**src/hw/rtl/sbr_pkg.sv**
```systemverilog
`timescale 1ns / 1ps
// Shared types, codes and the microcode ROM for the stream byte reassembler.
// No dependencies; the unit, sequencer and datapath import this package.
package sbr_pkg;

  // Field widths of the stream channels
  localparam int BYTE_W     = 8;
  localparam int POS_W      = 64;
  localparam int CNT_OUT_W  = 7;

  // Item operation codes
  localparam logic [1:0] OP_BYTE   = 2'd0;
  localparam logic [1:0] OP_EMPTY  = 2'd1;
  localparam logic [1:0] OP_CREDIT = 2'd2;
  localparam logic [1:0] OP_NOP    = 2'd3;

  // Datapath action selected by the current control word
  typedef enum logic [2:0] {
    ACT_NONE,
    ACT_PREP,
    ACT_DECODE,
    ACT_READ,
    ACT_EMIT,
    ACT_STATUS
  } act_t;

  // Branch condition of a control word
  typedef enum logic [2:0] {
    CND_ALWAYS,
    CND_IN_BEAT,
    CND_KEEP,
    CND_RUN_OK,
    CND_LAST
  } cond_t;

  // Microprogram step addresses
  typedef enum logic [2:0] {
    ST_WAIT,
    ST_PREP,
    ST_DEC,
    ST_RUN,
    ST_EMIT,
    ST_STAT
  } step_t;

  // One control word: handshake enables, action, branch condition and targets
  typedef struct packed {
    logic  take_in;
    logic  need_out;
    act_t  act;
    cond_t cond;
    step_t jt;
    step_t jf;
  } uword_t;

  // Sequencer -> datapath
  typedef struct packed {
    logic in_ready;
    logic fire;
    act_t act;
  } sbr_ctrl_t;

  // Datapath -> sequencer
  typedef struct packed {
    logic in_beat;
    logic out_free;
    logic keep;
    logic run_ok;
    logic last;
  } sbr_flags_t;

  // Microcode ROM
  function automatic uword_t ucode_rom(input step_t s);
    uword_t w;
    w = '{take_in: 1'b0, need_out: 1'b0, act: ACT_NONE, cond: CND_ALWAYS,
          jt: ST_WAIT, jf: ST_WAIT};
    unique case (s)
      ST_WAIT: w = '{take_in: 1'b1, need_out: 1'b0, act: ACT_NONE,
                     cond: CND_IN_BEAT, jt: ST_PREP, jf: ST_WAIT};
      ST_PREP: w = '{take_in: 1'b0, need_out: 1'b0, act: ACT_PREP,
                     cond: CND_ALWAYS, jt: ST_DEC, jf: ST_DEC};
      ST_DEC:  w = '{take_in: 1'b0, need_out: 1'b0, act: ACT_DECODE,
                     cond: CND_KEEP, jt: ST_RUN, jf: ST_STAT};
      ST_RUN:  w = '{take_in: 1'b0, need_out: 1'b0, act: ACT_READ,
                     cond: CND_RUN_OK, jt: ST_EMIT, jf: ST_STAT};
      ST_EMIT: w = '{take_in: 1'b0, need_out: 1'b1, act: ACT_EMIT,
                     cond: CND_LAST, jt: ST_WAIT, jf: ST_RUN};
      ST_STAT: w = '{take_in: 1'b0, need_out: 1'b1, act: ACT_STATUS,
                     cond: CND_ALWAYS, jt: ST_WAIT, jf: ST_WAIT};
      default: w = '{take_in: 1'b0, need_out: 1'b0, act: ACT_NONE,
                     cond: CND_ALWAYS, jt: ST_WAIT, jf: ST_WAIT};
    endcase
    return w;
  endfunction

endpackage

```
**src/hw/rtl/sbr_in_if.sv**
```systemverilog
`timescale 1ns / 1ps
// Input channel of the stream byte reassembler: one segment item per beat.
// No dependencies.
interface sbr_in_if;
  logic       valid;
  logic       ready;
  logic [1:0] op;
  logic [63:0] position;
  logic [7:0] data_byte;
  logic       eof_here;
  logic [6:0] read_count;

  modport source (output valid, op, position, data_byte, eof_here, read_count,
                  input ready);
  modport sink   (input valid, op, position, data_byte, eof_here, read_count,
                  output ready);
endinterface

```
**src/hw/rtl/sbr_out_if.sv**
```systemverilog
`timescale 1ns / 1ps
// Output channel of the stream byte reassembler: one result per beat.
// No dependencies.
interface sbr_out_if;
  logic       valid;
  logic       ready;
  logic       has_byte;
  logic [7:0] out_byte;
  logic       stream_end;
  logic       last;
  logic [6:0] pending_count;

  modport source (output valid, has_byte, out_byte, stream_end, last, pending_count,
                  input ready);
  modport sink   (input valid, has_byte, out_byte, stream_end, last, pending_count,
                  output ready);
endinterface

```
**src/hw/rtl/stream_byte_reassembler_unit.sv**
```systemverilog
// Stream byte reassembler. Items arrive on the segment channel: a byte tagged
// with its absolute stream position (op 0), an empty segment carrying only a
// position and possibly the end mark (op 1), or a consumer read credit (op 2).
// Bytes inside the window are held in a CAPACITY-entry store; each contiguous
// run starting at the next expected position comes out on the result channel,
// one byte per beat, with last set on the final result of the item. An item
// that releases nothing gives one status result (has_byte low).
// Timing: a microcoded sequencer runs each item. An item that stores no byte
// passes the accept, prep, decode and status steps, and its status result is
// registered in the status step. A stored byte adds a store read step: each
// released byte takes a read and an emit step, and a stored byte that releases
// nothing takes a read step and then the status step.
// Stall: while the result register is full and not taken, the emit or status
// step holds; a new item is accepted as soon as the last result of the
// previous one is registered.
// Reset (synchronous, active high) clears all stream state and every store
// valid bit; the block is ready right after it.
`timescale 1ns / 1ps
// Top level: wires the microcode sequencer to the reassembly datapath.
// Depends on sbr_pkg, sbr_in_if, sbr_out_if, sbr_sequencer, sbr_datapath.
module stream_byte_reassembler_unit #(
  parameter int CAPACITY = 64
) (
  input  logic      clk,
  input  logic      rst,
  sbr_in_if.sink    segment,
  sbr_out_if.source result
);
  import sbr_pkg::*;

  sbr_ctrl_t  ctrl;
  sbr_flags_t flags;

  // Control sequencer
  sbr_sequencer u_seq (
    .clk   (clk),
    .rst   (rst),
    .flags (flags),
    .ctrl  (ctrl)
  );

  // Datapath and byte store
  sbr_datapath #(
    .CAPACITY (CAPACITY)
  ) u_dp (
    .clk     (clk),
    .rst     (rst),
    .ctrl    (ctrl),
    .flags   (flags),
    .segment (segment),
    .result  (result)
  );

endmodule

```
**src/hw/rtl/sbr_sequencer.sv**
```systemverilog
`timescale 1ns / 1ps
// Microcode sequencer: step counter, ROM lookup and conditional branching.
// Depends on sbr_pkg.
module sbr_sequencer (
  input  logic                clk,
  input  logic                rst,
  input  sbr_pkg::sbr_flags_t flags,
  output sbr_pkg::sbr_ctrl_t  ctrl
);
  import sbr_pkg::*;

  step_t  step;
  step_t  step_next;
  uword_t uw;
  logic   stall;
  logic   cond_hit;

  // Control word of the current step
  always_comb begin
    uw    = ucode_rom(step);
    stall = uw.need_out && !flags.out_free;
  end

  // Branch condition
  always_comb begin
    unique case (uw.cond)
      CND_ALWAYS:  cond_hit = 1'b1;
      CND_IN_BEAT: cond_hit = flags.in_beat;
      CND_KEEP:    cond_hit = flags.keep;
      CND_RUN_OK:  cond_hit = flags.run_ok;
      CND_LAST:    cond_hit = flags.last;
      default:     cond_hit = 1'b0;
    endcase
  end

  always_comb begin
    if (stall) begin
      step_next = step;
    end else if (cond_hit) begin
      step_next = uw.jt;
    end else begin
      step_next = uw.jf;
    end
  end

  assign ctrl.in_ready = uw.take_in;
  assign ctrl.fire     = !stall;
  assign ctrl.act      = uw.act;

  // Step counter
  always_ff @(posedge clk) begin
    if (rst) begin
      step <= ST_WAIT;
    end else begin
      step <= step_next;
    end
  end

endmodule

```
**src/hw/rtl/sbr_datapath.sv**
```systemverilog
`timescale 1ns / 1ps
// Reassembly datapath: stream state, byte store with valid bits, output register.
// Depends on sbr_pkg, sbr_in_if and sbr_out_if.
module sbr_datapath #(
  parameter int CAPACITY = 64
) (
  input  logic                clk,
  input  logic                rst,
  input  sbr_pkg::sbr_ctrl_t  ctrl,
  output sbr_pkg::sbr_flags_t flags,
  sbr_in_if.sink              segment,
  sbr_out_if.source           result
);
  import sbr_pkg::*;

  localparam int SLOT_W = $clog2(CAPACITY);
  localparam int CNT_W  = $clog2(CAPACITY + 1);
  localparam logic [SLOT_W:0]  CAP_S = (SLOT_W + 1)'(CAPACITY);
  localparam logic [CNT_W-1:0] CAP_C = CNT_W'(CAPACITY);
  localparam logic [SLOT_W-1:0] LAST_SLOT = SLOT_W'(CAPACITY - 1);

  // Latched item
  logic [1:0]           it_op;
  logic [POS_W-1:0]     it_pos;
  logic [BYTE_W-1:0]    it_data;
  logic                 it_eof;
  logic [CNT_OUT_W-1:0] it_rc;

  // Prep results
  logic [POS_W-1:0] diff;
  logic             pos_below;
  logic             pos_ge_end;
  logic [POS_W-1:0] end_cand;
  logic [POS_W:0]   diff_full;

  // Stream state
  logic [POS_W-1:0]  next_expected;
  logic [SLOT_W-1:0] ne_slot;
  logic [POS_W-1:0]  end_position;
  logic              end_known;
  logic              stream_closed;
  logic [CNT_W-1:0]  occupancy;
  logic [CNT_W-1:0]  pending;
  logic [CAPACITY-1:0] byte_valid;

  // Byte store
  logic [BYTE_W-1:0] byte_store [CAPACITY];
  logic [BYTE_W-1:0] rdata;

  // Output register
  logic                 o_valid;
  logic                 o_has;
  logic [BYTE_W-1:0]    o_byte;
  logic                 o_end;
  logic                 o_last;
  logic [CNT_OUT_W-1:0] o_pend;

  logic in_beat;
  logic out_free;
  logic do_prep, do_dec, do_read, do_emit, do_stat;

  // Decode terms
  logic                 is_seg;
  logic [CNT_W-1:0]     room;
  logic [CNT_W-1:0]     diff_lo;
  logic                 keep_raw;
  logic                 set_end;
  logic                 end_known_n;
  logic [POS_W-1:0]     end_pos_n;
  logic                 closed_n;
  logic                 keep;
  logic [SLOT_W:0]      slot_sum;
  logic [SLOT_W-1:0]    wr_slot;
  logic [CNT_OUT_W-1:0] occ_ext;
  logic [CNT_W-1:0]     occ_credit;

  // Release terms
  logic [POS_W-1:0]  ne_inc;
  logic [SLOT_W-1:0] slot_nx;
  logic [CNT_W-1:0]  occ_inc;
  logic              close_on_emit;
  logic              run_ok;
  logic              last_rel;

  assign in_beat  = segment.valid && ctrl.in_ready;
  assign out_free = !o_valid || result.ready;
  assign do_prep  = ctrl.fire && (ctrl.act == ACT_PREP);
  assign do_dec   = ctrl.fire && (ctrl.act == ACT_DECODE);
  assign do_read  = ctrl.fire && (ctrl.act == ACT_READ);
  assign do_emit  = ctrl.fire && (ctrl.act == ACT_EMIT);
  assign do_stat  = ctrl.fire && (ctrl.act == ACT_STATUS);

  assign segment.ready = ctrl.in_ready;

  // Position difference against next expected, with borrow
  assign diff_full = {1'b0, it_pos} - {1'b0, next_expected};

  // Decode: window, end mark and close check
  always_comb begin
    is_seg   = ((it_op == OP_BYTE) || (it_op == OP_EMPTY)) && !stream_closed
               && !pos_below;
    room     = CAP_C - occupancy;
    diff_lo  = CNT_W'(diff[SLOT_W-1:0]);
    keep_raw = (it_op == OP_BYTE) && (diff[POS_W-1:SLOT_W] == '0) && (diff_lo < room)
               && !(end_known && pos_ge_end);
    set_end     = is_seg && !end_known && it_eof;
    end_known_n = end_known || set_end;
    end_pos_n   = set_end ? end_cand : end_position;
    closed_n    = stream_closed || (is_seg && end_known_n && (next_expected == end_pos_n));
    keep        = is_seg && keep_raw && !closed_n;
    slot_sum    = {1'b0, ne_slot} + {1'b0, diff[SLOT_W-1:0]};
    wr_slot     = (slot_sum >= CAP_S) ? SLOT_W'(slot_sum - CAP_S) : slot_sum[SLOT_W-1:0];
    occ_ext     = CNT_OUT_W'(occupancy);
    occ_credit  = (it_rc >= occ_ext) ? '0 : CNT_W'(occ_ext - it_rc);
  end

  // Release: effects of handing out the byte at next expected
  always_comb begin
    ne_inc        = next_expected + 64'd1;
    slot_nx       = (ne_slot == LAST_SLOT) ? '0 : ne_slot + 1'b1;
    occ_inc       = occupancy + 1'b1;
    close_on_emit = end_known && (ne_inc == end_position);
    last_rel      = close_on_emit || !byte_valid[slot_nx] || (occ_inc >= CAP_C);
    run_ok        = !stream_closed && byte_valid[ne_slot] && (occupancy < CAP_C);
  end

  assign flags.in_beat  = in_beat;
  assign flags.out_free = out_free;
  assign flags.keep     = keep;
  assign flags.run_ok   = run_ok;
  assign flags.last     = last_rel;

  // Item latch and prep registers
  always_ff @(posedge clk) begin
    if (in_beat) begin
      it_op   <= segment.op;
      it_pos  <= segment.position;
      it_data <= segment.data_byte;
      it_eof  <= segment.eof_here;
      it_rc   <= segment.read_count;
    end
    if (do_prep) begin
      diff       <= diff_full[POS_W-1:0];
      pos_below  <= diff_full[POS_W];
      pos_ge_end <= (it_pos >= end_position);
      end_cand   <= (it_op == OP_BYTE) ? it_pos + 64'd1 : it_pos;
    end
  end

  // Byte store: one write port, one registered read port
  always_ff @(posedge clk) begin
    if (do_dec && keep) begin
      byte_store[wr_slot] <= it_data;
    end
    if (do_read) begin
      rdata <= byte_store[ne_slot];
    end
  end

  // Stream state
  always_ff @(posedge clk) begin
    if (rst) begin
      next_expected <= '0;
      ne_slot       <= '0;
      end_position  <= '0;
      end_known     <= 1'b0;
      stream_closed <= 1'b0;
      occupancy     <= '0;
      pending       <= '0;
      byte_valid    <= '0;
    end else if (do_dec) begin
      if (it_op == OP_CREDIT) begin
        occupancy <= occ_credit;
      end
      if (is_seg) begin
        end_known     <= end_known_n;
        end_position  <= end_pos_n;
        stream_closed <= closed_n;
      end
      if (keep) begin
        byte_valid[wr_slot] <= 1'b1;
        if (!byte_valid[wr_slot]) begin
          pending <= pending + 1'b1;
        end
      end
    end else if (do_emit) begin
      byte_valid[ne_slot] <= 1'b0;
      pending             <= pending - 1'b1;
      next_expected       <= ne_inc;
      ne_slot             <= slot_nx;
      occupancy           <= occ_inc;
      stream_closed       <= stream_closed || close_on_emit;
    end
  end

  // Output register
  always_ff @(posedge clk) begin
    if (rst) begin
      o_valid <= 1'b0;
    end else if (do_emit || do_stat) begin
      o_valid <= 1'b1;
    end else if (result.ready) begin
      o_valid <= 1'b0;
    end
    if (do_emit) begin
      o_has  <= 1'b1;
      o_byte <= rdata;
      o_end  <= stream_closed || close_on_emit;
      o_last <= last_rel;
      o_pend <= CNT_OUT_W'(pending - 1'b1);
    end else if (do_stat) begin
      o_has  <= 1'b0;
      o_byte <= '0;
      o_end  <= stream_closed;
      o_last <= 1'b1;
      o_pend <= CNT_OUT_W'(pending);
    end
  end

  assign result.valid         = o_valid;
  assign result.has_byte      = o_has;
  assign result.out_byte      = o_byte;
  assign result.stream_end    = o_end;
  assign result.last          = o_last;
  assign result.pending_count = o_pend;

endmodule
```
**src/flat_wrapper.sv**
```systemverilog
// flat-port wrapper written by rule: the top's interface ports become plain ports
module stream_byte_reassembler_unit_flat import sbr_pkg::*;
#(
  parameter int CAPACITY = 64
)
  (clk, rst, segment_valid, segment_op, segment_position, segment_data_byte, segment_eof_here, segment_read_count, segment_ready, result_valid, result_has_byte, result_out_byte, result_stream_end, result_last, result_pending_count, result_ready);
  sbr_in_if segment_i ();
  sbr_out_if result_i ();
  input  logic clk;
  input  logic rst;
  input wire logic [$bits(segment_i.valid)-1:0] segment_valid;
  input wire logic [$bits(segment_i.op)-1:0] segment_op;
  input wire logic [$bits(segment_i.position)-1:0] segment_position;
  input wire logic [$bits(segment_i.data_byte)-1:0] segment_data_byte;
  input wire logic [$bits(segment_i.eof_here)-1:0] segment_eof_here;
  input wire logic [$bits(segment_i.read_count)-1:0] segment_read_count;
  output wire logic [$bits(segment_i.ready)-1:0] segment_ready;
  output wire logic [$bits(result_i.valid)-1:0] result_valid;
  output wire logic [$bits(result_i.has_byte)-1:0] result_has_byte;
  output wire logic [$bits(result_i.out_byte)-1:0] result_out_byte;
  output wire logic [$bits(result_i.stream_end)-1:0] result_stream_end;
  output wire logic [$bits(result_i.last)-1:0] result_last;
  output wire logic [$bits(result_i.pending_count)-1:0] result_pending_count;
  input wire logic [$bits(result_i.ready)-1:0] result_ready;
  assign segment_i.valid = segment_valid;
  assign segment_i.op = segment_op;
  assign segment_i.position = segment_position;
  assign segment_i.data_byte = segment_data_byte;
  assign segment_i.eof_here = segment_eof_here;
  assign segment_i.read_count = segment_read_count;
  assign segment_ready = segment_i.ready;
  assign result_valid = result_i.valid;
  assign result_has_byte = result_i.has_byte;
  assign result_out_byte = result_i.out_byte;
  assign result_stream_end = result_i.stream_end;
  assign result_last = result_i.last;
  assign result_pending_count = result_i.pending_count;
  assign result_i.ready = result_ready;
  stream_byte_reassembler_unit #(.CAPACITY(CAPACITY)) u_core (.clk(clk), .rst(rst), .segment(segment_i), .result(result_i));
endmodule
```
**config.mk**
```make
export PLATFORM = sky130hd
export DESIGN_NAME = stream_byte_reassembler_unit_flat
export DESIGN_NICKNAME = d
export VERILOG_FILES = /design/src/hw/rtl/sbr_pkg.sv /design/src/hw/rtl/sbr_in_if.sv /design/src/hw/rtl/sbr_out_if.sv /design/src/hw/rtl/stream_byte_reassembler_unit.sv /design/src/hw/rtl/sbr_sequencer.sv /design/src/hw/rtl/sbr_datapath.sv /design/src/flat_wrapper.sv
export SDC_FILE = /design/constraint.sdc
export NUM_CORES = 2
export LEC_CHECK = 0
export ABC_AREA = 1
export BUFFER_PORTS_ARGS = -buffer_cell sky130_fd_sc_hd__buf_2
export CORE_UTILIZATION = 55
export CTS_BUF_LIST = sky130_fd_sc_hd__clkbuf_2
export DETAILED_ROUTE_END_ITERATION = 6
export GPL_ROUTABILITY_DRIVEN = 0
export PLACE_DENSITY = 0.73
export REMOVE_ABC_BUFFERS = 1
export SYNTH_ARGS = -nofsm -noshare
export SYNTH_HDL_FRONTEND = slang
export SYNTH_SLANG_ARGS = --single-unit
```
**constraint.sdc**
```tcl
create_clock -name clk -period 9.45 [get_ports clk]
set_input_delay 0.4725 -clock clk [delete_from_list [all_inputs] [get_ports clk]]
set_output_delay 0.4725 -clock clk [all_outputs]
set_load 0.01 [all_outputs]
```
# Yosys cells after proc, flatten, opt, wreduce, memory -nomap -nowiden

Memories as Yosys holds them, arrays and structs flattened. A register that Yosys moved wholly into a read port is not among the register bits.
Cells that the tools add are included.

Flip-flop bits (word level): 448
RAM bits: 512
Output and inout port bits: 20
Word-level logic and storage cells: 172
Memories kept: 1

Memories:

| memory                 | words | width | read ports | clocked after Yosys merged registers in | write ports | RTL line           | text |
|---|---|---|---|---|---|---|---|
| u_core.u_dp.byte_store | 64    | 8     | 1          | 1                                       | 1           | sbr_datapath.sv:47 | `logic [BYTE_W-1:0] byte_store [CAPACITY];` |

Add/subtract/negate cells: 11
Order comparisons: 11
Equality and inequality tests: 23
Multiplexer cells: 43
Bitwise operators: 4
Reductions and logical operators: 55

Operator list:

| operator                                                           | number |
|---|---|
| two-way mux 64 bit                                                 | 5 |
| adder 64 x 1 -> 64 bit (second input constant)                     | 2 |
| equality test 64 bit                                               | 2 |
| one-hot mux 14 bit (6 select lines)                                | 1 |
| two-way mux 7 bit                                                  | 10 |
| subtractor 64 x 64 -> 65 bit                                       | 1 |
| bitwise AND 64 bit                                                 | 1 |
| greater-or-equal comparator 64 bit                                 | 1 |
| NOT 64 bit                                                         | 1 |
| OR 64 bit                                                          | 1 |
| logical NOT 58 bit                                                 | 1 |
| logical AND 1 bit                                                  | 25 |
| less-than comparator 6 x 7 -> 1 bit (second input constant)        | 3 |
| binary-select mux 1 bit (select 6 bit)                             | 3 |
| equality test 3 x 2 -> 1 bit (second input constant)               | 6 |
| two-way mux 1 bit                                                  | 16 |
| two-way mux 8 bit                                                  | 2 |
| equality test 3 bit (second input constant)                        | 5 |
| adder 7 x 1 -> 7 bit (second input constant)                       | 2 |
| greater-or-equal comparator 7 bit (second input constant)          | 2 |
| demux 1 bit (select 6 bit)                                         | 2 |
| greater-or-equal comparator 6 x 1 -> 1 bit (second input constant) | 2 |
| two-way mux 6 bit                                                  | 2 |
| AND reduction 2 bit                                                | 5 |
| other kinds (24)                                                   | 46 |

# Logic depth before layout (Yosys ltp)

Depth after elaboration: 15
Mapped depth: 23
Mapped depth without buffers: 22

# By module

From an unflattened synthesis, not the netlist that was laid out.

Cells, all modules: 5705
Area, all modules: 50769.9 µm²

By module, submodules not included:

| module        | times used | cells an instance | area each (µm²) | sequential area each (µm²) |
|---|---|---|---|---|
| sbr_datapath  | 1          | 5664              | 50502.2         | 26815.7 |
| sbr_sequencer | 1          | 41                | 267.8           | 60.1 |

# Least setup slack after synthesis

OpenSTA, ideal clock, no wires.

Path type: register to register
Start point: register u_core.u_seq.step[0]
End point: register u_core.u_dp.diff[0] (enable)
Library setup time: 0.483 ns
Arrival time: 3.128 ns
Setup slack: 5.839 ns
Stages on the path, launching flop included: 5
Clock period less this slack: 3.611 ns
Cells stage by stage: dfxtp_1 -> inv_1 -> nor2_1 -> nand2_1 -> inv_1

Cells in the longest elaborated chain, start to end: 5
Elaborated cells on any way between the ends: 11

Ends and longest elaborated chain:

| item                                                                                 | RTL line            | text |
|---|---|---|
| start: declaration                                                                   | sbr_sequencer.sv:12 | `step_t step;` |
| start signal: assignment                                                             | sbr_sequencer.sv:55 | `step <= step_next;` |
| equality test 3 bit (tied with other cells)                                          | sbr_pkg.sv:77       | `unique case (s)` |
| one-hot mux 14 bit (6 select lines) (*)                                              | sbr_pkg.sv:77       |  |
| parallel branches: the longest is 2 deep, another holds equality test 3 x 1 -> 1 bit | --                  |  |
| logical AND 1 bit (*)                                                                | sbr_datapath.sv:87  | `assign do_prep = ctrl.fire && (ctrl.act == ACT_PREP);` |
| named net u_core.u_dp.do_prep                                                        | sbr_datapath.sv:60  | `logic do_prep, do_dec, do_read, do_emit, do_stat;` |
| end signal: assignment                                                               | sbr_datapath.sv:143 | `diff <= diff_full[POS_W-1:0];` |
| end: declaration                                                                     | sbr_datapath.sv:30  | `logic [POS_W-1:0] diff;` |

Mark *: on every way through the listed nets, which the timed path passes.
A chain may end at the register's enable or synchronous reset.

# Final worst setup path

Start point: register u_core.u_dp.it_op[1]
End point: register u_core.u_dp.pending[5]

Cells in the longest elaborated chain, start to end: 14
Elaborated cells on any way between the ends: 21

Ends and longest elaborated chain:

| item                                                              | RTL line                                 | text |
|---|---|---|
| start: declaration                                                | sbr_datapath.sv:23                       | `logic [1:0] it_op;` |
| start signal: assignment                                          | sbr_datapath.sv:136                      | `it_op <= segment.op;` |
| equality test 2 x 1 -> 1 bit or logical NOT 2 bit (tied branches) | sbr_datapath.sv:100, sbr_datapath.sv:104 |  |
| logical OR 1 bit                                                  | sbr_datapath.sv:100                      | `is_seg = ((it_op == OP_BYTE) \|\| (it_op == OP_EMPTY)) && !stream_closed` |
| logical AND 1 bit                                                 | sbr_datapath.sv:100                      |  |
| logical AND 1 bit                                                 | sbr_datapath.sv:101                      | `&& !pos_below;` |
| logical AND 1 bit (2 in a row)                                    | sbr_datapath.sv:106                      | `set_end = is_seg && !end_known && it_eof;` |
| two-way mux 64 bit or logical OR 1 bit (tied branches)            | sbr_datapath.sv:108, sbr_datapath.sv:107 |  |
| equality test 64 bit or logical AND 1 bit (tied branches)         | sbr_datapath.sv:109                      | `closed_n = stream_closed \|\| (is_seg && end_known_n && (next_expected == end_pos_n));` |
| logical AND 1 bit                                                 | sbr_datapath.sv:109                      |  |
| logical OR 1 bit                                                  | sbr_datapath.sv:109                      |  |
| logical NOT 1 bit                                                 | sbr_datapath.sv:110                      | `keep = is_seg && keep_raw && !closed_n;` |
| logical AND 1 bit (*)                                             | sbr_datapath.sv:110                      |  |
| != test 2 x 1 -> 1 bit (no source line) (*)                       | --                                       |  |
| AND reduction 3 bit (no source line) (*)                          | --                                       |  |
| end signal: assignment                                            | sbr_datapath.sv:183                      | `pending <= pending + 1'b1;` |
| end signal: assignment                                            | sbr_datapath.sv:188                      | `pending <= pending - 1'b1;` |
| end: declaration                                                  | sbr_datapath.sv:43                       | `logic [CNT_W-1:0] pending;` |

Mark *: on every way between the ends. The rest lies on a longest branch, timed or not.

==> results.md <==
* Number of vias per cell at 6.120
* First-pass iteration count of the detailed router at 7
* Number of failing hold endpoints at the final stage at 0
* Met1 Resource Use GR at 0.4599
* Flip-flop and latch area at 26880 um^2
* Dominant combinational cell family by area after synthesis: simple AND/OR/NAND/NOR gates
* Antenna violations before repair at 3
* CP max FO at 69
* Clock network latency to the later pin of the worst-skew pair at 1.69 ns
* Y dimension of the die at 305.3 um
* Critical path's largest stage delay at 0.68 ns
* Most used flip-flop cell after synthesis: sky130_fd_sc_hd__edfxtp_1
* Total via count after detailed routing at 45330
* TritonCTS clock tree: done
* Final cycle utilization of the critical path at 0.6224
* Global-route usage over all layers at 0.3504
* Global route total overflow at 0
* Most instantiated library cell after synthesis: sky130_fd_sc_hd__nand2_1
* Yosys top cell area share at 0.4446
* Fillers at 7523
* Final net count at 6267
* Async SR Flop Fraction at 0
* Hold crit path type: primary input to flip-flop
* Kind of cell with the highest combined delay on the critical path: buffers and inverters
* Ordered cell list for the critical path: inv_2 > nand4_4 > inv_2 > buf_4 > nand2_1 > nand2_1 > nand2_1 > nand2_1 > nor2_1 > nand2_1 > nor2_1 > nand2_1 > nor2_1 > nand3_1 > nand3_2 > buf_4 > nand2_2 > buf_4 > nand2_1 > o21ai_0 > a21oi_1
* Number of H-tree branching levels at 4
* Fraction of the mapped netlist area in simple logic gates at 0.2001
* Synth unique cells at 58
* Post-route DRC at 17
* Top post-synthesis cells by count: sky130_fd_sc_hd__nand2_1 (1153), sky130_fd_sc_hd__edfxtp_1 (749), sky130_fd_sc_hd__inv_1 (604)
* Initial core utilization at 0.5586
* Area Growth Syn to Fin at 12.59%
* Proportion of synthesized chip area in sequential cells at 0.5313
* Worst-Margin Slew at 1.393 ns
* Count of clock tree sinks at 968
* Peak supply drop at 0.0001322 V
* Max-slew headroom at 0.06291
* Cell count after placement at 6760
* Global-route track usage on met3 at 0.09352
* Crit path max-delay cell type: sky130_fd_sc_hd__inv_2
* Footprint of the multi-input gates at 20600 um^2
* Fin Setup TNS at 0 ns
* Total power consumption of the routed design at 0.009283 W
* Inserted Clock Buffers at 237
* Global-route wire length before repair at 249600 um
* Placed cell area at 52650 um^2
* Antenna viol nets, final at 0
* Overall die width at 305.3 um
* Leading area contributor after synthesis: sky130_fd_sc_hd__edfxtp_1
* Type of element launching the critical path: flip-flop
* Met2 Usage GRT at 0.5434
* Yosys synthesis warning count at 0
* Register clock-pin slew on the reported worst setup and hold paths at 0.11 ns
* Setup violation total in the final timing report at 0
* Worst slack on hold paths at 0.1442 ns
* Final cell count without fillers at 7408
* Crit. End Element: flip-flop
* Final Skew at 0.1577 ns
* Total of buffers placed on input and output ports at 105
* Final critical-path required period at 5.881 ns
* Die footprint at 93200 um^2
* Summed area of non-filler cells in the final layout at 56960 um^2
* Iter 0 DRT Violations at 6209
* Areal power density over the cells at 163.0 nW/um^2
* P_leak at 21.63 nW
* Vias in the first global route at 42470
* Buffer cell driving the clock tree root: sky130_fd_sc_hd__clkbuf_2
* Per-cell routed wire length at 22.46 um
* I/O pin cnt at 106
* Post-synthesis register bit count at 968
* Top area cells in the synthesized netlist: sky130_fd_sc_hd__edfxtp_1 (44%), sky130_fd_sc_hd__dfxtp_1 (8.7%), sky130_fd_sc_hd__nand2_1 (8.6%)
* Achievable Freq at 170.0 MHz
* Area share of xor/xnor cells in the synthesized design at 0.03757
* Combined buffer and inverter count along the critical path at 5
* Compound-gate portion of the synthesized area at 0.1281
* Number of enable flip-flop cells after synthesis at 749
* Half-perimeter wire length after detailed placement at 110500 um
* Classification of the worst setup path: flip-flop to flip-flop
* Max clock buf depth at 3
* CP most frequent cell: sky130_fd_sc_hd__nand2_1
* Area share of fa/ha/maj cells after synthesis at 0.03878
* Number of rows in the core area at 110
* Final Max Slew Viols at 0
* Most crowded layer after global routing: met2
* Avg Inst Size Synth at 9.058 um^2
* Worst EP arrival at 7.30 ns
* Fraction of layout instances using a drive strength above 1 at 0.1098
* Failing checks: DRC
* Final WL at 166400 um
* Synthesized netlist cell count at 5585
* Required time reported for the critical path endpoint at 10.87 ns
* Pin count of the biggest net entering global routing at 88
* Core box area at 90560 um^2
* Run status: finished, violations left
* Proportion of synthesized area in mux cells at 0
* Number of gates resized after cts at 0
* Syn Std Cell Area at 50590 um^2
* RSZ-0062 raised after global routing: no
* Max-capacitance violation count at 0
==> registers in the layout, indices dropped and copies added (netlist names), 2 cells and up <==
signal	cells
u_core.u_dp.it_data	8
u_core.u_dp.diff	64
u_core.u_dp.pending	7
u_core.u_dp.result.pending_count	7
u_core.u_dp.rdata	8
u_core.u_dp.it_rc	7
u_core.u_dp.occ_ext	7
u_core.u_dp.end_cand	64
u_core.u_dp.result.out_byte	8
u_core.u_dp.ne_slot	6
u_core.u_dp.byte_store	512
u_core.u_seq.step	3
u_core.u_dp.it_pos	64
u_core.u_dp.end_position	64
u_core.u_dp.byte_valid	64
u_core.u_dp.it_op	2
u_core.u_dp.next_expected	64
==> cells in the final DEF (no fill, tap or decap), drive strengths merged, types with 202 or more instances in the layout <==
cell,count
nor3,248
o21ai,230
buf,219
edfxtp,749
a21oi,423
clkbuf,358
nand3,301
inv,621
dlygate4sd3,202
nor2,479
dfxtp,219
nand2,1157
==> path summary, 6_finish.rpt <==
kind,slack [ns],cells after the start,from,end
worst min register to register,0.46,2,u_core.u_dp.result.has_byte$_SDFFE_PP1P_,u_core.u_dp.result.has_byte$_SDFFE_PP1P_
worst max-delay path,3.57,21,u_core.u_dp.it_op[1]$_DFFE_PP_,u_core.u_dp.pending[5]$_SDFFE_PP0P_
worst max register to register,3.57,21,u_core.u_dp.it_op[1]$_DFFE_PP_,u_core.u_dp.pending[5]$_SDFFE_PP0P_
worst min-delay path,0.14,3,segment_position[45],u_core.u_dp.it_pos[45]$_DFFE_PP_
==> worst register-to-register path, stage by stage, from the launching register on <==
cell and delay [ns]:
sky130_fd_sc_hd__edfxtp_1 0.41, sky130_fd_sc_hd__inv_2 0.14, sky130_fd_sc_hd__nand4_4 0.11, sky130_fd_sc_hd__inv_2 0.68, sky130_fd_sc_hd__buf_4 0.61, sky130_fd_sc_hd__nand2_1 0.19, sky130_fd_sc_hd__nand2_1 0.09, sky130_fd_sc_hd__nand2_1 0.05
sky130_fd_sc_hd__nand2_1 0.06, sky130_fd_sc_hd__nor2_1 0.04, sky130_fd_sc_hd__nand2_1 0.06, sky130_fd_sc_hd__nor2_1 0.06, sky130_fd_sc_hd__nand2_1 0.08, sky130_fd_sc_hd__nor2_1 0.05, sky130_fd_sc_hd__nand3_1 0.27, sky130_fd_sc_hd__nand3_2 0.65
sky130_fd_sc_hd__buf_4 0.54, sky130_fd_sc_hd__nand2_2 0.13, sky130_fd_sc_hd__buf_4 0.67, sky130_fd_sc_hd__nand2_1 0.47, sky130_fd_sc_hd__o21ai_0 0.26, sky130_fd_sc_hd__a21oi_1 0.06
==> repair_timing <==
action                                  in CTS  in global routing
hold endpoints to repair                   315                  0
hold buffers                               203                  0
endpoints found under the setup margin       0                  0
buffers inserted                             0                  0
==> per-layer routing <==
layer / share of wire / vias to the layer above
met1: 0.38 / 21150
li1: - / 20540
met4: 0.046 / 2
met5: 0.000072 / -
met3: 0.13 / 555
met2: 0.45 / 3093
==> metrics by stage <==
step                        util  worst slack, ns
after floorplan                -            2.676
after global placement    0.5814            4.110
after detailed placement  0.5814            3.942
after CTS                 0.6288            3.803
after global routing      0.6289            3.275
final                     0.6289            3.569
==> power by group <==
part	switching [W]	internal [W]
sequential	0.000127	0.00477
clock	0.00182	0.00108
combinational	0.00103	0.000461
==> logic make-up after synthesis <==
group           Yosys count
compound gates         1069
xor+xnor                195
fa+ha+maj               155
buf+inv                 835
flops                   968
simple gates           2363
==> final cells by class <==
class | instances | share of cell area
multi-input combinational | 3782 | 0.3618
antenna | 3 | 0.0001318
sequential | 968 | 0.4719
clock inverter | 84 | 0.007974
clock buffer | 358 | 0.03146
inverter | 616 | 0.04075
timing repair buffer | 421 | 0.06021
tap | 1176 | 0.02583
Power figures use the tool's default switching activity.
